[src/dgcd_pkg.sv]
package dgcd_pkg;

    // Fixed field widths of the request and the configuration register
    localparam int VERTEX_W = 5;
    localparam int VCOUNT_W = 6;

    localparam logic [VCOUNT_W-1:0] VCOUNT_RESET = 6'd32;

    // Request type codes
    localparam logic REQ_WRITE = 1'b0;
    localparam logic REQ_CHECK = 1'b1;

    typedef struct packed {
        logic                req_type;
        logic [VERTEX_W-1:0] from_vertex;
        logic [VERTEX_W-1:0] to_vertex;
        logic                edge_present;
    } t_req;

    typedef struct packed {
        logic cycle_found;
        logic is_check_result;
    } t_result;

    // Per-cycle access control of one memory port
    typedef struct packed {
        logic rd_en;
        logic wr_en;
    } t_mem_ctl;

endpackage

[src/directed_graph_cycle_detect.sv]
// Directed-graph cycle detector. A request with req_type write stores one
// adjacency bit (from_vertex -> to_vertex) by reading its row and writing it
// back, and is answered from the S_WRITE state; a request whose vertex lies
// at or above MAX_VERTICES is acknowledged but changes nothing. A check
// request runs a depth-first search over the first vertex_count vertices
// (saturated at MAX_VERTICES) and answers with cycle_found; a self-loop
// counts as a cycle. busy is high from the cycle after a request is taken
// until its answer is registered. The search visits one adjacency bit per
// cycle while it scans a row, out of a row memory with one read port and
// one write port; it steps through the root vertices in a root state, and
// on each return to a parent vertex it reads that vertex's frame back from
// the stack memory in a pop state. o_strobe is high for exactly one cycle
// when the answer is registered on o_result; there is no back-pressure, so
// capture it in that cycle. The adjacency store reads as empty after reset
// without any clearing pass. Write vertex_count only while busy is low.
module directed_graph_cycle_detect
    import dgcd_pkg::*;
#(
    parameter int MAX_VERTICES = 32
) (
    input  logic                i_clk,
    input  logic                i_rst_n,
    input  logic                start,
    input  t_req                i_req,
    output logic                busy,
    input  logic                i_cfg_we,
    input  logic [VCOUNT_W-1:0] i_cfg_data,
    output logic                o_strobe,
    output t_result             o_result
);

    localparam int AW = $clog2(MAX_VERTICES);
    localparam int NW = AW + 1;
    localparam int FW = AW + NW;

    logic [VCOUNT_W-1:0]     r_vertex_count;

    t_mem_ctl                adj_ctl;
    logic [AW-1:0]           adj_rd_addr;
    logic [AW-1:0]           adj_wr_addr;
    logic [MAX_VERTICES-1:0] adj_wr_row;
    logic [MAX_VERTICES-1:0] adj_row;

    t_mem_ctl                stk_ctl;
    logic [AW-1:0]           stk_addr;
    logic [FW-1:0]           stk_wr_frame;
    logic [FW-1:0]           stk_rd_frame;

    // Vertex count register: write-only, taken whenever the enable is high
    always_ff @(posedge i_clk) begin
        if (!i_rst_n) begin
            r_vertex_count <= VCOUNT_RESET;
        end else if (i_cfg_we) begin
            r_vertex_count <= i_cfg_data;
        end
    end

    // Sequencer: write read-modify-write and the depth-first walk
    dgcd_search #(
        .MAX_VERTICES (MAX_VERTICES)
    ) u_search (
        .i_clk          (i_clk),
        .i_rst_n        (i_rst_n),
        .start          (start),
        .i_req          (i_req),
        .i_vertex_count (r_vertex_count),
        .busy           (busy),
        .o_adj_ctl      (adj_ctl),
        .o_adj_rd_addr  (adj_rd_addr),
        .o_adj_wr_addr  (adj_wr_addr),
        .o_adj_wr_row   (adj_wr_row),
        .i_adj_row      (adj_row),
        .o_stk_ctl      (stk_ctl),
        .o_stk_addr     (stk_addr),
        .o_stk_wr_frame (stk_wr_frame),
        .i_stk_rd_frame (stk_rd_frame),
        .o_strobe       (o_strobe),
        .o_result       (o_result)
    );

    // Adjacency matrix, one row per source vertex
    dgcd_adj_store #(
        .MAX_VERTICES (MAX_VERTICES)
    ) u_adj_store (
        .i_clk     (i_clk),
        .i_rst_n   (i_rst_n),
        .i_ctl     (adj_ctl),
        .i_rd_addr (adj_rd_addr),
        .i_wr_addr (adj_wr_addr),
        .i_wr_row  (adj_wr_row),
        .o_rd_row  (adj_row)
    );

    // Parent frames of the search: vertex and next neighbor to scan
    dgcd_stack #(
        .MAX_VERTICES (MAX_VERTICES)
    ) u_stack (
        .i_clk      (i_clk),
        .i_ctl      (stk_ctl),
        .i_addr     (stk_addr),
        .i_wr_frame (stk_wr_frame),
        .o_rd_frame (stk_rd_frame)
    );

endmodule

[src/dgcd_adj_store.sv]
module dgcd_adj_store
    import dgcd_pkg::*;
#(
    parameter int MAX_VERTICES = 32,
    localparam int AW = $clog2(MAX_VERTICES)
) (
    input  logic                    i_clk,
    input  logic                    i_rst_n,
    input  t_mem_ctl                i_ctl,
    input  logic [AW-1:0]           i_rd_addr,
    input  logic [AW-1:0]           i_wr_addr,
    input  logic [MAX_VERTICES-1:0] i_wr_row,
    output logic [MAX_VERTICES-1:0] o_rd_row
);

    logic [MAX_VERTICES-1:0] r_mem [MAX_VERTICES];
    logic [MAX_VERTICES-1:0] r_rd_q;
    logic [MAX_VERTICES-1:0] r_row_vld;
    logic                    r_rd_vld;

    // Row storage and registered read port
    always_ff @(posedge i_clk) begin
        if (i_ctl.wr_en) begin
            r_mem[i_wr_addr] <= i_wr_row;
        end
        if (i_ctl.rd_en) begin
            r_rd_q <= r_mem[i_rd_addr];
        end
    end

    // A row never written since reset reads as no edges
    always_ff @(posedge i_clk) begin
        if (!i_rst_n) begin
            r_row_vld <= '0;
            r_rd_vld  <= 1'b0;
        end else begin
            if (i_ctl.wr_en) begin
                r_row_vld[i_wr_addr] <= 1'b1;
            end
            if (i_ctl.rd_en) begin
                r_rd_vld <= r_row_vld[i_rd_addr];
            end
        end
    end

    assign o_rd_row = r_rd_vld ? r_rd_q : '0;

endmodule

[src/dgcd_stack.sv]
module dgcd_stack
    import dgcd_pkg::*;
#(
    parameter int MAX_VERTICES = 32,
    localparam int AW = $clog2(MAX_VERTICES),
    localparam int FW = 2 * AW + 1
) (
    input  logic          i_clk,
    input  t_mem_ctl      i_ctl,
    input  logic [AW-1:0] i_addr,
    input  logic [FW-1:0] i_wr_frame,
    output logic [FW-1:0] o_rd_frame
);

    logic [FW-1:0] r_mem [MAX_VERTICES];
    logic [FW-1:0] r_rd_q;

    always_ff @(posedge i_clk) begin
        if (i_ctl.wr_en) begin
            r_mem[i_addr] <= i_wr_frame;
        end
        if (i_ctl.rd_en) begin
            r_rd_q <= r_mem[i_addr];
        end
    end

    assign o_rd_frame = r_rd_q;

endmodule

[src/dgcd_search.sv]
module dgcd_search
    import dgcd_pkg::*;
#(
    parameter int MAX_VERTICES = 32,
    localparam int AW = $clog2(MAX_VERTICES),
    localparam int NW = AW + 1,
    localparam int FW = AW + NW
) (
    input  logic                    i_clk,
    input  logic                    i_rst_n,
    input  logic                    start,
    input  t_req                    i_req,
    input  logic [VCOUNT_W-1:0]     i_vertex_count,
    output logic                    busy,
    // adjacency store
    output t_mem_ctl                o_adj_ctl,
    output logic [AW-1:0]           o_adj_rd_addr,
    output logic [AW-1:0]           o_adj_wr_addr,
    output logic [MAX_VERTICES-1:0] o_adj_wr_row,
    input  logic [MAX_VERTICES-1:0] i_adj_row,
    // search stack
    output t_mem_ctl                o_stk_ctl,
    output logic [AW-1:0]           o_stk_addr,
    output logic [FW-1:0]           o_stk_wr_frame,
    input  logic [FW-1:0]           i_stk_rd_frame,
    // result
    output logic                    o_strobe,
    output t_result                 o_result
);

    localparam logic [2:0] S_IDLE  = 3'd0;
    localparam logic [2:0] S_WRITE = 3'd1;
    localparam logic [2:0] S_ROOT  = 3'd2;
    localparam logic [2:0] S_SCAN  = 3'd3;
    localparam logic [2:0] S_POP   = 3'd4;

    localparam logic [NW-1:0] DEPTH_MAX = NW'(MAX_VERTICES);
    localparam logic [NW-1:0] ONE       = NW'(1);
    localparam logic [NW-1:0] TWO       = NW'(2);

    logic [2:0]              r_state, n_state;
    logic [AW-1:0]           r_u, n_u;
    logic [NW-1:0]           r_next, n_next;
    logic [NW-1:0]           r_depth, n_depth;
    logic [NW-1:0]           r_root, n_root;
    logic [MAX_VERTICES-1:0] r_visited, n_visited;
    logic [MAX_VERTICES-1:0] r_onstk, n_onstk;
    logic [VERTEX_W-1:0]     r_wr_from, n_wr_from;
    logic [VERTEX_W-1:0]     r_wr_to, n_wr_to;
    logic                    r_wr_edge, n_wr_edge;
    logic                    r_strobe, n_strobe;
    t_result                 r_result, n_result;

    logic [NW-1:0]           act_n;
    logic [AW-1:0]           root_idx;
    logic [AW-1:0]           w_idx;
    logic [NW-1:0]           depth_m1;
    logic [NW-1:0]           depth_m2;
    logic [NW-1:0]           next_p1;
    logic [AW-1:0]           pop_vertex;
    logic [NW-1:0]           pop_next;
    logic [MAX_VERTICES-1:0] wr_mask;
    logic                    wr_ok;

    // Vertices in use, saturated at the built size
    assign act_n = (32'(i_vertex_count) > MAX_VERTICES) ? DEPTH_MAX : NW'(i_vertex_count);

    assign root_idx = r_root[AW-1:0];
    assign w_idx    = r_next[AW-1:0];
    assign depth_m1 = r_depth - ONE;
    assign depth_m2 = r_depth - TWO;
    assign next_p1  = r_next + ONE;

    assign pop_vertex = i_stk_rd_frame[FW-1:NW];
    assign pop_next   = i_stk_rd_frame[NW-1:0];

    assign wr_mask = {{(MAX_VERTICES-1){1'b0}}, 1'b1} << AW'(r_wr_to);
    assign wr_ok   = (32'(r_wr_from) < MAX_VERTICES) && (32'(r_wr_to) < MAX_VERTICES);

    always_comb begin
        n_state   = r_state;
        n_u       = r_u;
        n_next    = r_next;
        n_depth   = r_depth;
        n_root    = r_root;
        n_visited = r_visited;
        n_onstk   = r_onstk;
        n_wr_from = r_wr_from;
        n_wr_to   = r_wr_to;
        n_wr_edge = r_wr_edge;
        n_strobe  = 1'b0;
        n_result  = r_result;

        o_adj_ctl      = '0;
        o_adj_rd_addr  = r_u;
        o_adj_wr_addr  = AW'(r_wr_from);
        o_adj_wr_row   = (i_adj_row & ~wr_mask) | (r_wr_edge ? wr_mask : '0);
        o_stk_ctl      = '0;
        o_stk_addr     = depth_m1[AW-1:0];
        o_stk_wr_frame = {r_u, next_p1};

        unique case (r_state)
            S_IDLE: begin
                if (start) begin
                    if (i_req.req_type == REQ_CHECK) begin
                        n_visited = '0;
                        n_onstk   = '0;
                        n_depth   = '0;
                        n_root    = '0;
                        n_state   = S_ROOT;
                    end else begin
                        o_adj_ctl.rd_en = 1'b1;
                        o_adj_rd_addr   = AW'(i_req.from_vertex);
                        n_wr_from       = i_req.from_vertex;
                        n_wr_to         = i_req.to_vertex;
                        n_wr_edge       = i_req.edge_present;
                        n_state         = S_WRITE;
                    end
                end
            end
            S_WRITE: begin
                o_adj_ctl.wr_en          = wr_ok;
                n_strobe                 = 1'b1;
                n_result.cycle_found     = 1'b0;
                n_result.is_check_result = 1'b0;
                n_state                  = S_IDLE;
            end
            S_ROOT: begin
                if (r_root >= act_n) begin
                    n_strobe                 = 1'b1;
                    n_result.cycle_found     = 1'b0;
                    n_result.is_check_result = 1'b1;
                    n_onstk                  = '0;
                    n_depth                  = '0;
                    n_state                  = S_IDLE;
                end else if (r_visited[root_idx]) begin
                    n_root = r_root + ONE;
                end else begin
                    n_visited[root_idx] = 1'b1;
                    n_onstk[root_idx]   = 1'b1;
                    n_u                 = root_idx;
                    n_next              = '0;
                    n_depth             = ONE;
                    o_adj_ctl.rd_en     = 1'b1;
                    o_adj_rd_addr       = root_idx;
                    n_state             = S_SCAN;
                end
            end
            S_SCAN: begin
                if (r_next >= act_n) begin
                    n_onstk[r_u] = 1'b0;
                    if (r_depth == ONE) begin
                        n_root  = r_root + ONE;
                        n_depth = '0;
                        n_state = S_ROOT;
                    end else begin
                        o_stk_ctl.rd_en = 1'b1;
                        o_stk_addr      = depth_m2[AW-1:0];
                        n_depth         = depth_m1;
                        n_state         = S_POP;
                    end
                end else begin
                    n_next = next_p1;
                    if (i_adj_row[w_idx]) begin
                        if (r_onstk[w_idx]) begin
                            n_strobe                 = 1'b1;
                            n_result.cycle_found     = 1'b1;
                            n_result.is_check_result = 1'b1;
                            n_onstk                  = '0;
                            n_depth                  = '0;
                            n_state                  = S_IDLE;
                        end else if (!r_visited[w_idx] && (r_depth < DEPTH_MAX)) begin
                            o_stk_ctl.wr_en  = 1'b1;
                            n_visited[w_idx] = 1'b1;
                            n_onstk[w_idx]   = 1'b1;
                            n_u              = w_idx;
                            n_next           = '0;
                            n_depth          = r_depth + ONE;
                            o_adj_ctl.rd_en  = 1'b1;
                            o_adj_rd_addr    = w_idx;
                        end
                    end
                end
            end
            S_POP: begin
                n_u             = pop_vertex;
                n_next          = pop_next;
                o_adj_ctl.rd_en = 1'b1;
                o_adj_rd_addr   = pop_vertex;
                n_state         = S_SCAN;
            end
            default: begin
                n_state = S_IDLE;
            end
        endcase
    end

    always_ff @(posedge i_clk) begin
        if (!i_rst_n) begin
            r_state   <= S_IDLE;
            r_depth   <= '0;
            r_root    <= '0;
            r_visited <= '0;
            r_onstk   <= '0;
            r_strobe  <= 1'b0;
        end else begin
            r_state   <= n_state;
            r_depth   <= n_depth;
            r_root    <= n_root;
            r_visited <= n_visited;
            r_onstk   <= n_onstk;
            r_strobe  <= n_strobe;
        end
    end

    always_ff @(posedge i_clk) begin
        r_u       <= n_u;
        r_next    <= n_next;
        r_wr_from <= n_wr_from;
        r_wr_to   <= n_wr_to;
        r_wr_edge <= n_wr_edge;
        r_result  <= n_result;
    end

    assign busy     = (r_state != S_IDLE);
    assign o_strobe = r_strobe;
    assign o_result = r_result;

endmodule
[config.mk]
export PLATFORM = sky130hd
export DESIGN_NAME = directed_graph_cycle_detect
export DESIGN_NICKNAME = d
export VERILOG_FILES = /design/src/dgcd_pkg.sv /design/src/directed_graph_cycle_detect.sv /design/src/dgcd_adj_store.sv /design/src/dgcd_stack.sv /design/src/dgcd_search.sv
export SDC_FILE = /design/constraint.sdc
export NUM_CORES = 2
export LEC_CHECK = 0
export BUFFER_PORTS_ARGS = -buffer_cell sky130_fd_sc_hd__buf_2
export CAP_MARGIN = 30
export CORE_MARGIN = 3
export CORE_UTILIZATION = 50
export DETAILED_ROUTE_END_ITERATION = 8
export GPL_ROUTABILITY_DRIVEN = 0
export GPL_TIMING_DRIVEN = 0
export PLACE_DENSITY_LB_ADDON = 0.05
export REMOVE_ABC_BUFFERS = 1
export SETUP_SLACK_MARGIN = 0.05
export SKIP_CTS_REPAIR_TIMING = 1
export SYNTH_ARGS = -nofsm -noshare
export SYNTH_HDL_FRONTEND = slang
export SYNTH_HIERARCHICAL = 1
export SYNTH_SLANG_ARGS = --single-unit
[constraint.sdc]
create_clock -name i_clk -period 6.4 [get_ports i_clk]
set_clock_uncertainty 0.1 [all_clocks]
set_input_delay 0.96 -clock i_clk [delete_from_list [all_inputs] [get_ports i_clk]]
set_output_delay 0.96 -clock i_clk [all_outputs]
set_load 0.02 [all_outputs]
## Word-level counts from Yosys, hierarchy flattened

Memory sizes are Yosys's and may differ from the RTL's. A register that Yosys moved wholly into a read port is not among the register bits.
Cells that the tools add are included.
Widths: inputs -> output; s select.

- Bits in writable memories: 1,376
- Bits in registers: 143
- Memories: 2
- Word-level logic and storage cells: 196

Memory list:

| name | words | bits a word | read ports | clocked after Yosys merged registers in | write ports | line | RTL |
|---|---|---|---|---|---|---|---|
| u_adj_store.r_mem | 32 | 32 | 1 | 1 | 1 | dgcd_adj_store.sv:16 | `logic [MAX_VERTICES-1:0] r_mem [MAX_VERTICES];` |
| u_stack.r_mem | 32 | 11 | 1 | 1 | 1 | dgcd_stack.sv:15 | `logic [FW-1:0] r_mem [MAX_VERTICES];` |

- Bitwise operators: 11
- Shift operators: 1
- Multiplexer cells: 108
- Equal/unequal tests: 22
- Reductions and logical operators: 18
- Add/subtract/negate cells: 5
- Order comparisons: 13

Operators with widths:

| operator | number |
|---|---|
| $mux 32 | 16 |
| $or 32x32->32 | 6 |
| $pmux 32 s3 | 2 |
| $mux 6 | 20 |
| $and 32x32->32 | 2 |
| $not 32->32 | 2 |
| $mux 5 | 11 |
| $pmux 6 s3 | 3 |
| $shl 1x5->32 const A | 1 |
| $lt 5x6->1 const B | 5 |
| $mux 1 | 28 |
| $bmux 1 s5 | 5 |
| $mux 3 | 7 |
| $demux 1 s5 | 4 |
| $ge 5x1->1 const B | 4 |
| $pmux 5 s4 | 1 |
| $add 6x1->6 const B | 3 |
| $pmux 5 s3 | 1 |
| $ne 2x1->1 const B | 7 |
| $ge 6x6->1 | 2 |
| $mux 2 | 6 |
| $ne 2x2->1 const B | 6 |
| $pmux 3 s4 | 1 |
| $reduce_bool 3->1 | 4 |
| 24 further kinds | 31 |

## Logic depth before layout (Yosys ltp)

- Depth after elaboration: 11
- Mapped depth: 22
- Mapped depth without buffers: 16

## By module

The synthesis kept the hierarchy.

By module, submodules not included:

| module | seq. area each (sq um) | cells an instance | times used | area each (sq um) |
|---|---|---|---|---|
| dgcd_adj_store | 32,371.0 | 1,678 | 1 | 41,304.6 |
| dgcd_stack | 10,900.5 | 766 | 1 | 14,008.4 |
| dgcd_search | 2,322.2 | 972 | 1 | 8,025.2 |
| directed_graph_cycle_detect | 120.1 | 19 | 1 | 226.5 |

## Least setup slack after synthesis

OpenSTA, ideal clock, no wires.

- Path type: register to register
- Start point: register u_search.r_next[0]
- End point: memory u_stack/r_mem[24][0] (netlist name) (enable)
- Required time: 5.907 ns
- Stages on the path, launching flop included: 20
- Path slack: 0.991 ns
- Data arrival time: 4.916 ns
- Cell sequence: edfxtp_1 -> buf_6 -> buf_2 -> inv_1 -> ha_1 -> nand2b_1 -> a21oi_1 -> o21ai_0 -> o21ai_1 -> nor2_1 -> nand2_1 -> inv_1 -> clkbuf_1 -> mux2i_1 -> nor3_1 -> xor2_1 -> buf_2 -> buf_2 -> nand2_1 -> nor3_1

- Elaborated cells on any way between the ends: 18
- Classes of those cells: order compare: 1; mux: 15; reduce/logical: 2

RTL lines:

| element | line | RTL |
|---|---|---|
| start: declaration | dgcd_search.sv:43 | `logic [NW-1:0] r_next, n_next;` |
| start signal: assignment | dgcd_search.sv:218 | `r_next <= n_next;` |
| $ge 6x6->1 | dgcd_search.sv:150 | `if (r_next >= act_n) begin` |
| $mux 5 | dgcd_search.sv:150 |  |
| $mux 5 | dgcd_search.sv:102 | `unique case (r_state)` |
| net stk_addr[4] | directed_graph_cycle_detect.sv:45 | `logic [AW-1:0] stk_addr;` |
| end: declaration | dgcd_stack.sv:15 |  |

The timed path passes the listed nets, and every way through them passes these cells. The select of a mux whose other input is x is not followed.

## Worst setup path after layout

- Start point: register u_adj_store.r_rd_vld
- End point: register u_adj_store.r_rd_q[17] (read register of u_adj_store.r_mem), data pin

- Word-level cells in the longest chain between the ends: 6
- Elaborated cells on any way between the ends: 9
- Classes of those cells: mux: 9

RTL lines:

| element | line | RTL |
|---|---|---|
| start: declaration | dgcd_adj_store.sv:19 | `logic r_rd_vld;` |
| start signal: assignment | dgcd_adj_store.sv:41 | `r_rd_vld <= r_row_vld[i_rd_addr];` |
| $mux 32 | dgcd_adj_store.sv:46 | `assign o_rd_row = r_rd_vld ? r_rd_q : '0;` |
| net adj_row[7] | directed_graph_cycle_detect.sv:42 | `logic [MAX_VERTICES-1:0] adj_row;` |
| $bmux 1 s5 | dgcd_search.sv:164 | `if (i_adj_row[w_idx]) begin` |
| $mux 1 (not written as such) | dgcd_search.sv:164 |  |
| $mux 5 | n/a |  |
| $mux 5 | dgcd_search.sv:150 |  |
| $pmux 5 s4 | dgcd_search.sv:102 |  |
| net adj_rd_addr[0] | directed_graph_cycle_detect.sv:39 | `logic [AW-1:0] adj_rd_addr;` |
| end: declaration | dgcd_adj_store.sv:17 | `logic [MAX_VERTICES-1:0] r_rd_q;` |

The timed path passes the listed nets, and every way through them passes these cells. The select of a mux whose other input is x is not followed.
A chain may end at the register's enable or synchronous reset.

==> summary.md <==
| Metric | Value |
|---|---|
| Grt total ovfl | `0` |
| Clock transition time at the flip-flop clock pins of the worst setup and hold paths | `0.06 ns` |
| Post-synth top flop | `edfxtp_1` |
| GRT Resource Usage Total | `0.2600` |
| Startpoint type of the worst setup path | `flip-flop` |
| Number of synthesized flops with an enable pin | `1443` |
| Fraction of the core area covered by cells at the end of the flow | `0.5904` |
| Cells on worst reg2reg path | `21` |
| Total internal power | `0.01835 W` |
| Class of the most critical setup path | `reg2reg` |
| Number of I/O port buffers | `25` |
| # placed instances | `5124` |
| WHS Path Cells | `1` |
| Worst IR Drop VDD | `0.0002778 V` |
| Wire length of the first global-routing pass | `between 200000 and 250000 µm` |
| Share of flip-flops with an asynchronous set or reset | `0` |
| Proportion of power drawn by flip-flops and latches | `0.479` |
| Count of endpoints failing hold in the final timing report | `0` |
| # H-tree levels | `4` |
| Crit. End Element | `flip-flop` |
| Setup violators final | `0` |
| Die Ht | `362.6 µm` |
| Insertion delay of the later-clocked pin in the worst-skew pair | `0.79 ns` |
| Netlist area before placement | `0.06356 mm²` |
| Starting density of the core | `0.5049` |
| Routed WL | `170600 µm` |
| Inserted Diodes | `0` |
| Via density | `~6.4` |
| Pin count of the biggest net entering global routing | `~50` |
| Sequential-to-total area share from yosys stat | `0.7192` |
| Fmax | `163.4 MHz` |
| Number of non-filler instances in the completed layout | `around 5500` |
| Power per cell area | `322.7 mW/mm²` |
| Reg2Reg Launch Point | `u_adj_store/r_rd_vld` |
| Total number of placement rows | `130` |
| FF-to-FF End | `u_adj_store/r_rd_q[17]` |
| Instance count of the mapped netlist | `3435` |
| Worst hold path endpoint | `u_search/r_wr_edge` |
| Boundary pin count | `26` |
| NetSw | `about 0.0056 W` |
| Nets | `around 3700` |
| Number of buffers added by the clock tree synthesis step | `164` |
| Flops & latches, synth | `1562` |
| Period utilization | `0.9565` |
| TritonCTS clock tree | `done` |
| Sink count of the clock tree | `1562` |
| Layout overhead on the synthesized area | `16.93%` |
| Yosys Warn Count | `6` |
| Via total after detailed routing | `~35000` |
| Final max-slew violation count | `0` |
| Slew at the pin closest to its max-slew limit | `1.075 ns` |
| Clock share of power | `0.397` |
| Status | `complete, no violations` |
| Buffer cell driving the clock tree root | `clkbuf_16` |
| Unrepaired setup endpoints after global routing | `true` |
| Minimum clock period | `6.122 ns` |
| Dpl hpwl | `111500 µm` |
| Maximum number of buffers from clock root to sink | `3` |
| Hold crit path type | `in2reg` |
| # Max-Cap Violations | `0` |
| CP Data Arrival Time | `approximately 6.6 ns` |
| Drt drc | `0` |
| Fraction of final layout cells sized beyond drive strength 1 | `0.2632` |
| Power consumption | `0.02398 W` |
| Die Area | `0.1314 mm²` |
| Post-synthesis cell type count | `between 70 and 80` |
| Worst hold slack after final layout | `just under 0.3 ns` |
| Vias in the first global route | `about 35000` |
| Horizontal extent of the die | `362.6 µm` |
| Register-to-register setup slack | `0.28 ns` |
| Antenna Violating Nets Remaining | `0` |
| Number of antenna violations at the first check in global routing | `1` |
| Headroom to the max-slew limit | `0.2820` |
| Highest fanout seen on the critical path | `18` |
| Mean routed wirelength per cell | `between 30 and 40 µm` |
| Hold path startpoint | `i_req[0]` |
| Proportion of total power due to net switching | `0.2348` |
| First DRT Iteration DRCs | `4331` |
| Syn_area_per_cell | `18.51 µm²` |
| Area of the core region | `0.1259 mm²` |
| Worst EP required | `6.84 ns` |
| Gate power share | `0.124` |
| Initial DRT Pass Iterations | `6` |
| LEAKAGE | `24.83 nW` |
-- kinds of logic after synthesis --
| group | after synthesis | share of synthesized area |
|---|---|---|
| AND/OR/NAND/NOR | 543 | 0.04390 |
| adder cells (fa/ha/maj) | 27 | 0.005315 |
| multiplexers | 635 | 0.1673 |
| XOR/XNOR | 9 | 0.001240 |
| AO/OA/AOI/OAI | 430 | 0.04575 |
| buffers and inverters | 229 | 0.01736 |
| flip-flops | 1562 | 0.7192 |
-- cell type report --
type	count	area (µm²)
Sequential cell	1562	45720
Multi-Input combinational cell	1644	17170
Timing Repair Buffer	279	3849
Timing Repair inverter	1	5.005
Clock buffer	213	4400
Fill cell	9252	51570
Inverter	23	110.1
Tap cell	1650	2064
Clock inverter	93	1005
-- synth_stat cells (22+ instances only) --
master	n	area, µm²
mux4_2	335	7545
nor2_1	161	604.3
edfxtp_1	1443	43330
ha_1	27	337.8
o2bb2ai_1	28	245.2
clkbuf_1	103	386.6
o21ai_1	34	170.2
a21oi_1	41	205.2
o21ai_0	58	290.3
a22oi_1	36	270.3
and2_1	44	275.3
o22ai_1	100	625.6
nor4_1	29	181.4
nand2_1	132	495.5
o21a_1	36	270.3
mux2_2	68	765.7
nand3_1	35	175.2
dfxtp_1	119	2382
inv_1	22	82.58
mux2i_1	232	2322
buf_2	71	355.3
-- power by group through the flow --
stage | combinational [W] | sequential, W | clock [W]
floorplan | 0.00321 | 0.0117 | 0
global placement | 0.00429 | 0.0118 | 0
detailed placement | 0.00291 | 0.0117 | 0
CTS | 0.00292 | 0.0115 | 0.00968
global route | 0.00317 | 0.0115 | 0.0101
finish | 0.00298 | 0.0115 | 0.00951
-- registers in the layout (all words and copies together) (netlist names) --
signal,count
u_adj_store/r_mem,1024
u_stack/r_mem,352
u_adj_store/r_rd_q,32
u_adj_store/r_row_vld,32
u_search/r_onstk,32
u_search/r_visited,32
u_stack/o_rd_frame,11
r_vertex_count,6
u_search/r_depth,6
u_search/r_next,6
u_search/r_root,6
u_search/o_adj_wr_addr,5
u_search/r_u,5
u_search/r_wr_to,5
u_search/r_state,3
u_search/o_result,2
u_adj_store/r_rd_vld,1
u_search/o_strobe,1
u_search/r_wr_edge,1
-- through the flow --
step                      setup WS [ns]  instance area, µm²  setup TNS, ns
after CTS                        -1.553               73880        -140.04
after detailed placement         -1.523               68480        -131.51
final                            0.2784               74320              0
after floorplan                  -21.20               62550       -5324.74
after global placement           -35.16               64740       -9084.03
after global routing            0.01013               74320              0
-- cells in the final DEF (no fill, tap or decap), types with 35 or more instances in the layout --
master,count
o22ai_1,100
and2_1,44
nor2_1,129
mux4_2,335
nand2_1,132
buf_16,46
dfxtp_1,116
buf_4,100
clkbuf_16,167
mux2_2,68
a21oi_1,36
o21ai_0,56
a22oi_1,36
mux2i_1,231
buf_12,55
clkbuf_1,40
edfxtp_1,1443
o21a_1,35
-- worst max-delay path by stage --
stage          depth (start not counted)            startpoint                endpoint
5_1_grt                               23    u_search/r_next[0]  u_adj_store/r_rd_q[26]
6_report                              21  u_adj_store/r_rd_vld  u_adj_store/r_rd_q[17]
3_3_place_gp                          12    u_search/r_next[0]  u_adj_store/r_rd_q[17]
2_1_floorplan                         12    u_search/r_next[0]   u_adj_store/r_rd_q[0]
3_5_place_dp                          25    u_search/r_next[0]   u_adj_store/r_rd_q[6]
4_1_cts                               25    u_search/r_next[0]  u_adj_store/r_rd_q[15]
-- worst max-delay path, cell delays in order (launching register included) --
cell      delay, ns
dfxtp_4        0.48
and2_1         0.27
mux4_2         0.62
a22o_1         0.28
nor4_2         0.30
nand3_2        0.22
nand2_4        0.16
nor2_1         0.06
a21o_1         0.22
o211ai_1       0.24
buf_4          0.18
buf_6          0.15
buf_8          0.15
buf_4          0.22
buf_6          0.18
buf_6          0.15
buf_4          0.18
buf_6          0.17
buf_6          0.16
mux4_2         0.52
mux4_2         0.52
mux2_2         0.28
-- routing by layer --
layer	wire length, µm	track usage
met5	0	0
met4	5608	0.08996
met3	11310	0.04171
met2	83800	0.4238
met1	69930	0.3598
(Power assumes the default switching activity.)
